==> config.mk <==
export PLATFORM = sky130hd
export DESIGN_NAME = ppab_ctrl
export DESIGN_NICKNAME = d
export VERILOG_FILES = /design/src/sv/particle_pool_age_blend_unit_defines.svh /design/src/sv/ppab_pkg.sv /design/src/sv/ppab_ctrl.sv
export SDC_FILE = /design/constraint.sdc
export NUM_CORES = 1
export LEC_CHECK = 0
export ABC_AREA = 1
export BUFFER_PORTS_ARGS = -buffer_cell sky130_fd_sc_hd__buf_2
export CAP_MARGIN = 20
export CORE_MARGIN = 2
export CORE_UTILIZATION = 48
export DETAILED_ROUTE_END_ITERATION = 12
export GPL_ROUTABILITY_DRIVEN = 1
export PLACE_DENSITY = 0.81
export SETUP_SLACK_MARGIN = 0.4
export SYNTH_ARGS = -nofsm -noshare
export SYNTH_HDL_FRONTEND = slang
export SYNTH_SLANG_ARGS = --single-unit
==> constraint.sdc <==
create_clock -name clock -period 1.75 [get_ports clock]
set_input_delay 0 -clock clock [delete_from_list [all_inputs] [get_ports clock]]
set_output_delay 0 -clock clock [all_outputs]
set_load 0.02 [all_outputs]
==> src/sv/particle_pool_age_blend_unit_defines.svh <==
// ----------------------------------------------------------------------------
// Particle pool assertion macros
// Assertion helpers that compile away when SYNTHESIS is defined.
// ----------------------------------------------------------------------------
`ifndef PARTICLE_POOL_AGE_BLEND_UNIT_DEFINES_SVH
`define PARTICLE_POOL_AGE_BLEND_UNIT_DEFINES_SVH
`ifndef SYNTHESIS
// Check an implication on every clock edge outside reset
`define PPAB_ASSERT(lbl, clk, rst, prop) \
   lbl: assert property (@(posedge clk) disable iff (rst) prop) \
      else $error("particle pool assertion failed");
// Check that a condition never holds outside reset
`define PPAB_NEVER(lbl, clk, rst, expr) \
   lbl: assert property (@(posedge clk) disable iff (rst) !(expr)) \
      else $error("particle pool forbidden condition");
`else
`define PPAB_ASSERT(lbl, clk, rst, prop)
`define PPAB_NEVER(lbl, clk, rst, expr)
`endif
`endif

==> src/sv/ppab_pkg.sv <==
// ----------------------------------------------------------------------------
// Particle pool package
// Types, codes and presets shared by the particle pool modules.
// ----------------------------------------------------------------------------
package ppab_pkg;

   localparam logic       CMD_SPAWN = 1'b0;
   localparam logic       CMD_TICK  = 1'b1;
   localparam logic       KIND_STAR  = 1'b0;
   localparam logic       KIND_SMOKE = 1'b1;
   localparam logic [1:0] STAT_SPAWN_OK  = 2'd0;
   localparam logic [1:0] STAT_POOL_FULL = 2'd1;
   localparam logic [1:0] STAT_REPORT    = 2'd2;
   localparam logic       CSR_STAR_LIFE  = 1'b0;
   localparam logic       CSR_SMOKE_LIFE = 1'b1;

   localparam logic [23:0] STAR_LIFE_RST  = 24'd61440;
   localparam logic [23:0] SMOKE_LIFE_RST = 24'd1024;

   localparam logic [15:0] STAR_SIZE_FROM  = 16'd2560;
   localparam logic [15:0] STAR_SIZE_TO    = 16'd15360;
   localparam logic [15:0] SMOKE_SIZE_FROM = 16'd3072;
   localparam logic [15:0] SMOKE_SIZE_TO   = 16'd7680;
   localparam logic [15:0] COLOR_FULL      = 16'd255;
   localparam logic [15:0] COLOR_NONE      = 16'd0;
   localparam logic [16:0] BLEND_ONE       = 17'd65536;
   localparam int          DIV_STEPS       = 16;

   typedef struct packed {
      logic               cmd;
      logic [31:0]        now;
      logic               kind;
      logic signed [31:0] pos_x;
      logic signed [31:0] pos_y;
      logic signed [31:0] pos_z;
      logic [7:0]         blue_seed;
   } req_type;

   typedef struct packed {
      logic [1:0]         status;
      logic [5:0]         slot;
      logic signed [31:0] out_x;
      logic signed [31:0] out_y;
      logic signed [31:0] out_z;
      logic [13:0]        size_now;
      logic [7:0]         red;
      logic [7:0]         green;
      logic [7:0]         blue;
      logic [7:0]         alpha;
      logic               last;
   } rsp_type;

   typedef struct packed {
      logic               kind;
      logic [31:0]        stamp;
      logic [7:0]         blue_start;
      logic signed [31:0] pos_x;
      logic signed [31:0] pos_y;
      logic signed [31:0] pos_z;
   } slot_entry_type;

   typedef enum logic [2:0] {
      ST_IDLE,
      ST_SPAWN,
      ST_SCAN,
      ST_CHECK,
      ST_DIV,
      ST_MIX,
      ST_FLUSH
   } ctl_state_type;

   typedef struct packed {
      logic capture;
      logic spawn;
      logic rd;
      logic clr_live;
      logic div_init;
      logic div_step;
      logic mix_load;
      logic flush;
   } ctl_cmd_type;

   typedef struct packed {
      logic live_hit;
      logic expired;
   } dp_status_type;

   // Rounded linear blend: (a*(1-w) + b*w + half) >> 16
   function automatic logic [15:0] mix(input logic [15:0] a, input logic [15:0] b,
                                       input logic [16:0] w);
      logic [33:0] v;
      v = 34'(a) * 34'(BLEND_ONE - w) + 34'(b) * 34'(w) + 34'd32768;
      return v[31:16];
   endfunction

endpackage

==> src/sv/ppab_ctrl.sv <==
// ----------------------------------------------------------------------------
// Particle pool controller
// Sequences spawn and tick items over the slot walk and the divider.
// ----------------------------------------------------------------------------
module ppab_ctrl #(
   parameter int POOL_SLOTS = 64,
   parameter int SLOT_W     = 6
) (
   input  logic                    clock,
   input  logic                    reset,
   input  logic                    start,
   input  logic                    start_cmd,
   output logic                    busy,
   output ppab_pkg::ctl_cmd_type   cmd,
   output logic [SLOT_W-1:0]       idx,
   input  ppab_pkg::dp_status_type stat
);
   import ppab_pkg::*;

   ctl_state_type     state_ff, state_in;
   logic [SLOT_W-1:0] idx_ff, idx_in;
   logic [3:0]        cnt_ff, cnt_in;
   logic              idx_last;

   assign idx_last = (idx_ff == SLOT_W'(POOL_SLOTS - 1));
   assign idx      = idx_ff;
   assign busy     = (state_ff != ST_IDLE);

   // Next state
   always_comb begin
      state_in = state_ff;
      unique case (state_ff)
         ST_IDLE: begin
            if (start) state_in = (start_cmd == CMD_SPAWN) ? ST_SPAWN : ST_SCAN;
         end
         ST_SPAWN: state_in = ST_IDLE;
         ST_SCAN: begin
            if (stat.live_hit) state_in = ST_CHECK;
            else if (idx_last) state_in = ST_FLUSH;
         end
         ST_CHECK: begin
            if (!stat.expired) state_in = ST_DIV;
            else if (idx_last) state_in = ST_FLUSH;
            else state_in = ST_SCAN;
         end
         ST_DIV: begin
            if (cnt_ff == 4'(DIV_STEPS - 1)) state_in = ST_MIX;
         end
         ST_MIX:   state_in = idx_last ? ST_FLUSH : ST_SCAN;
         ST_FLUSH: state_in = ST_IDLE;
         default:  state_in = ST_IDLE;
      endcase
   end

   // Commands to the datapath
   always_comb begin
      cmd = '0;
      unique case (state_ff)
         ST_IDLE:  cmd.capture = start;
         ST_SPAWN: cmd.spawn = 1'b1;
         ST_SCAN:  cmd.rd = stat.live_hit;
         ST_CHECK: begin
            cmd.clr_live = stat.expired;
            cmd.div_init = !stat.expired;
         end
         ST_DIV:   cmd.div_step = 1'b1;
         ST_MIX:   cmd.mix_load = 1'b1;
         ST_FLUSH: cmd.flush = 1'b1;
         default:  cmd = '0;
      endcase
   end

   // Advance slot index and step count
   always_comb begin
      idx_in = idx_ff;
      cnt_in = cnt_ff;
      if (state_ff == ST_IDLE) idx_in = '0;
      if ((state_ff == ST_SCAN && !stat.live_hit && !idx_last) ||
          (state_ff == ST_CHECK && stat.expired && !idx_last) ||
          (state_ff == ST_MIX && !idx_last)) begin
         idx_in = idx_ff + 1'b1;
      end
      if (state_ff == ST_CHECK) cnt_in = '0;
      else if (state_ff == ST_DIV) cnt_in = cnt_ff + 4'd1;
   end

   always_ff @(posedge clock) begin
      if (reset) begin
         state_ff <= ST_IDLE;
         idx_ff   <= '0;
         cnt_ff   <= '0;
      end else begin
         state_ff <= state_in;
         idx_ff   <= idx_in;
         cnt_ff   <= cnt_in;
      end
   end

endmodule

=== Word level (Yosys, flattened, before mapping) ===
Index checks and enable logic that the tools add are counted.

* Add/sub/neg operators: 2
* Equal/unequal tests: 11
* Multiplexer cells: 17
* Reduce and logical (&&, ||, !) cells: 15

{| class="wikitable"
|+ Operators by type and width
! kind !! count
|-
| 3-bit two-way mux || 6
|-
| 3-bit one-hot mux with 5 select lines || 1
|-
| 6-bit two-way mux || 2
|-
| 3-bit == test (second input constant) || 3
|-
| 6-bit by 1-bit adder with 6-bit output (second input constant) || 1
|-
| 3-bit by 2-bit == test with 1-bit output (second input constant) || 2
|-
| 6-bit == test (second input constant) || 1
|-
| 1-bit two-way mux || 6
|-
| 1-bit logical AND || 5
|-
| 4-bit by 1-bit adder with 4-bit output (second input constant) || 1
|-
| 4-bit == test (second input constant) || 1
|-
| 2-bit two-way mux || 2
|-
| 2-bit != test (second input constant) || 2
|-
| 3-bit by 1-bit == test with 1-bit output (second input constant) || 1
|-
| 1-bit logical NOT || 3
|-
| 3-bit logical NOT || 1
|-
| 3-bit != test (second input constant) || 1
|-
| 3-bit AND reduction || 1
|-
| 3-bit nonzero test || 1
|-
| 1-bit logical OR || 2
|-
| 2-bit nonzero test || 1
|-
| 2-bit OR reduction || 1
|}

* Flip-flop bits (word level): 13
* Bits of input ports: 6
* Output and inout bits: 15
* Word-level logic and storage cells: 48

=== Depth between registers and ports, before layout ===
* Word-level depth: 6
* Mapped depth: 8
* Gate-level depth less buffers: 8

=== Worst setup path before layout ===
OpenSTA, ideal clock, no wires.

* Path kind: register to register
* Start: register idx_ff[0] (netlist: idx[0])
* End: register idx_ff[0] (netlist: idx[0])
* Setup time: 70 ps
* Data arrival time: 1,410 ps
* Required time: 1,680 ps
* Setup slack: 270 ps
* Stages on the path, launching flop included: 8
* Path buffers: 0
* Clock period less this slack: 1,480 ps
* Cell sequence: dfxtp_1 ha_1 nand3_1 nor2_1 inv_1 nand2_4 nand3_1 a21oi_1

* Cells in the longest elaborated chain, start to end: 6
* Elaborated cells between the ends (all ways): 10
* Classes of those cells: add/sub (1); eq/ne (1); mux (1); reduce/logical (7)

{| class="wikitable"
|+ RTL lines
! item !! RTL line !! RTL
|-
| from (decl) || ppab_ctrl.sv:21 || <nowiki>logic [SLOT_W-1:0] idx_ff, idx_in;</nowiki>
|-
| from (signal assigned) || ppab_ctrl.sv:94 || <nowiki>idx_ff <= idx_in;</nowiki>
|-
| parallel branches: the longest is 6 deep, another holds 6-bit by 1-bit adder with 6-bit output || -- ||
|}

Several ways; the timed one is not identified.
A chain may end at the register's enable or synchronous reset.

=== Final worst setup path ===
* Start: register idx_ff[0] (netlist: idx[0])
* End: register state_ff[2]

* Cells in the longest elaborated chain, start to end: 4
* Elaborated cells between the ends (all ways): 6
* Classes of those cells: eq/ne (2); mux (3); reduce/logical (1)

{| class="wikitable"
|+ RTL lines
! item !! RTL line !! RTL
|-
| 6-bit == test * || ppab_ctrl.sv:25 || <nowiki>assign idx_last = (idx_ff == SLOT_W'(POOL_SLOTS - 1));</nowiki>
|-
| 3-bit two-way mux || ppab_ctrl.sv:43, ppab_ctrl.sv:49 ||
|-
| 3-bit two-way mux || ppab_ctrl.sv:42 || <nowiki>if (!stat.expired) state_in = ST_DIV;</nowiki>
|-
| 3-bit one-hot mux with 5 select lines || ppab_ctrl.sv:32 || <nowiki>unique case (state_ff)</nowiki>
|-
| to (signal assigned) || ppab_ctrl.sv:93 || <nowiki>state_ff <= state_in;</nowiki>
|-
| to (decl) || ppab_ctrl.sv:20 || <nowiki>ctl_state_type state_ff, state_in;</nowiki>
|}

Every way passes the cells marked *; elsewhere a longest branch is shown, timed or not.

==> metrics.cfg <==
[synth]
synth_most_common_cell=nand3_1
netlist_instances=113
seq_area_frac_synth_pct=34.6
synth_top_cell_area_share_pct=34.6
synth_nets=121
async_flop_share_pct=0
synthTopCellsByCount=nand3_1 (23), nand2_1 (17), inv_1 (14)
syn_avg_cell_area_um2=6.67
synth_cell_types=19
synthFlopType=dfxtp_1
yosys.area.top_type=dfxtp_1
synth_area_um2=753
yosysWarnings=0
ys_seq_elements=13
synth_edf_count=0
synth.area.top_cells=dfxtp_1 (35%), nand3_1 (15%), nand2_1 (8.5%)

[sta]
final_max_slew_viol_count=0
totalNegativeSetupSlack_ns=0
hold_violations=0
fin_crit_sh_pct=72.7
tightest_slew_ns=0.228
clock.fmax_mhz=786
relSlewSlack_pct=84.7
fin_crit_ns=1.27
skew_ns=0.00315
setup_viol=0
rsz0062_at_grt=no

[clock_network]
clock-sinks=13
numCtsBuffers=3
cts_htree_levels=1
clk_latency_ns=0.28
cts_buffer_depth=2
root_buffer=clkbuf_4
cts_tree=done
clk_pin_slew_ns=0.08

[setup_path]
crit_path_max_fanout=6
crit_type=reg -> reg
critical_path_arrival_ns=1.49
crit_chain=ha_4 > nand3_2 > nor2_4 > nor2_1 > nor2_2 > nand2_1 > a21oi_1
max_stage_delay_ns=0.39
cpMaxStageDelayCell=dfxtp_4
cp-start-kind=flip-flop
worstPathRequired_ns=1.97
end_kind=flip-flop
r2r_slack_ns=0.48

[global_routing]
grt_pass1_wl_um=2640
antenna_found_initial=0
grt_max_degree=10
grt_pass1_vias=662
overflow=0
grt_usage_pct=18.2

[drt]
via_count=806
drt_iter0_drc=23
first_pass_iters=4
vias_per_cell=5.23
drcViolationCount=0
postRouteAntennaNets=0
wirelength_um=1690
avgRoutedWirePerCell_um=11.0

[flow_run]
maxCapViolCount=0

[worst_hold_path]
hold_path.class=in -> reg

[layout]
design_area_um2=960
final_cells=154
multiInputGateArea_um2=463
layout-drive-gt1-share_pct=31.9
syn2layout_area_growth_pct=27.4
antenna_cells=0
nFillCells=132
regArea_um2=268
nets=147

[power]
leakagePower_nw=0.461
power_density_nw_per_um2=1240
ir_drop_mv=0.570

[floorplanning]
start_util_pct=50.6
coreArea_um2=1490
ioPinCount=21
die_w_um=43.6
die_h_um=43.6
dieArea_um2=1900
rows=14

[placement]
dp.cells=148
dp_hpwl_um=1270
postPlaceCellArea_um2=875
io_buffer_count=20
gp_congestion=0.821

[run_status]
status=complete, no violations

==> worst max-delay path, delay by kind of cell, from the launching register on <==
kind            cells  cell delay (ns)
simple gates        5             0.55
flops               1             0.39
compound gates      1             0.12
fa+ha+maj           1             0.15
==> final cells by class <==
cell class | count | share of cell area, %
multi-input cells | 82 | 48.2
well taps | 16 | 2.09
inverters | 17 | 6.65
repair buffers | 22 | 12.3
clock inverters | 1 | 0.522
clock buffers | 3 | 2.35
flip-flops and latches | 13 | 27.9
==> per-layer routing <==
metal	part of all wire, %	up-vias	track usage, %
met4	1.2	0	7.27
met2	45	30	30.3
li1	-	426	-
met1	47	347	23.7
met3	6.6	3	2.50
met5	0	-	0
==> worst paths after layout <==
check / from / to / cells after the start
setup reg to reg: idx[0]$_SDFFE_PP0P_ / state_ff[2]$_SDFFE_PP0P_ / 7
setup / recovery: idx[0]$_SDFFE_PP0P_ / state_ff[2]$_SDFFE_PP0P_ / 7
hold reg to reg: cnt_ff[1]$_SDFFE_PP0N_ / cnt_ff[1]$_SDFFE_PP0N_ / 2
hold / removal: start_cmd / state_ff[0]$_SDFFE_PP0P_ / 4
==> metrics by stage <==
step / hold slack, ns / setup WS, ns / total power [W] / util [%]
3_3_place_gp: 0.274 / 0.429 / 0.000962 / 58.7
4_1_cts: 0.0392 / 0.392 / 0.00116 / 61.3
2_1_floorplan: 0.0868 / 0.416 / 0.000822 / -
5_1_grt: 0.0509 / 0.381 / 0.00128 / 64.5
3_5_place_dp: 0.282 / 0.387 / 0.000973 / 58.7
6_report: 0.0352 / 0.477 / 0.00119 / 64.5
==> state kept, by name, indices dropped and copies added, names as in the netlist <==
signal    flops
state_ff      3
idx           6
cnt_ff        4
==> layout by cell type (no fill, tap or decap), types with 3 or more instances in the layout <==
master,n
dfxtp_1,9
nor2_2,3
a21oi_1,9
buf_2,20
clkbuf_4,3
nor3_1,3
nand2_1,17
nand3_1,21
inv_1,13
inv_2,4
nor2_1,11
dfxtp_2,3
==> cell families (layout without fill, tap and decap cells) <==
family / count (synthesis) / count (layout) / share of synthesized area [%]
XOR/XNOR: 3 / 3 / 3.49
buffers and inverters: 18 / 43 / 8.97
adder cells (fa/ha/maj): 2 / 2 / 3.32
flip-flops: 13 / 13 / 34.6
AND/OR/NAND/NOR: 64 / 64 / 40.4
AO/OA/AOI/OAI: 13 / 13 / 9.30
==> report_power, final <==
| group | internal, W | switching, W | leakage [nW] |
|---|---|---|---|
| Clock | 0.0000848 | 0.000103 | 0.0177 |
| Combinational | 0.000193 | 0.000394 | 0.336 |
| Sequential | 0.000346 | 0.0000703 | 0.107 |
| Total | 0.000624 | 0.000568 | 0.461 |
==> repair_timing <==
item,4_1_cts,5_1_grt
hold endpoints to repair,6,0
pin swaps,0,2
hold buffers,1,0
gates resized for setup,1,9
setup buffers,0,1
setup endpoints to repair,6,12
Power figures use the tool's default switching activity.
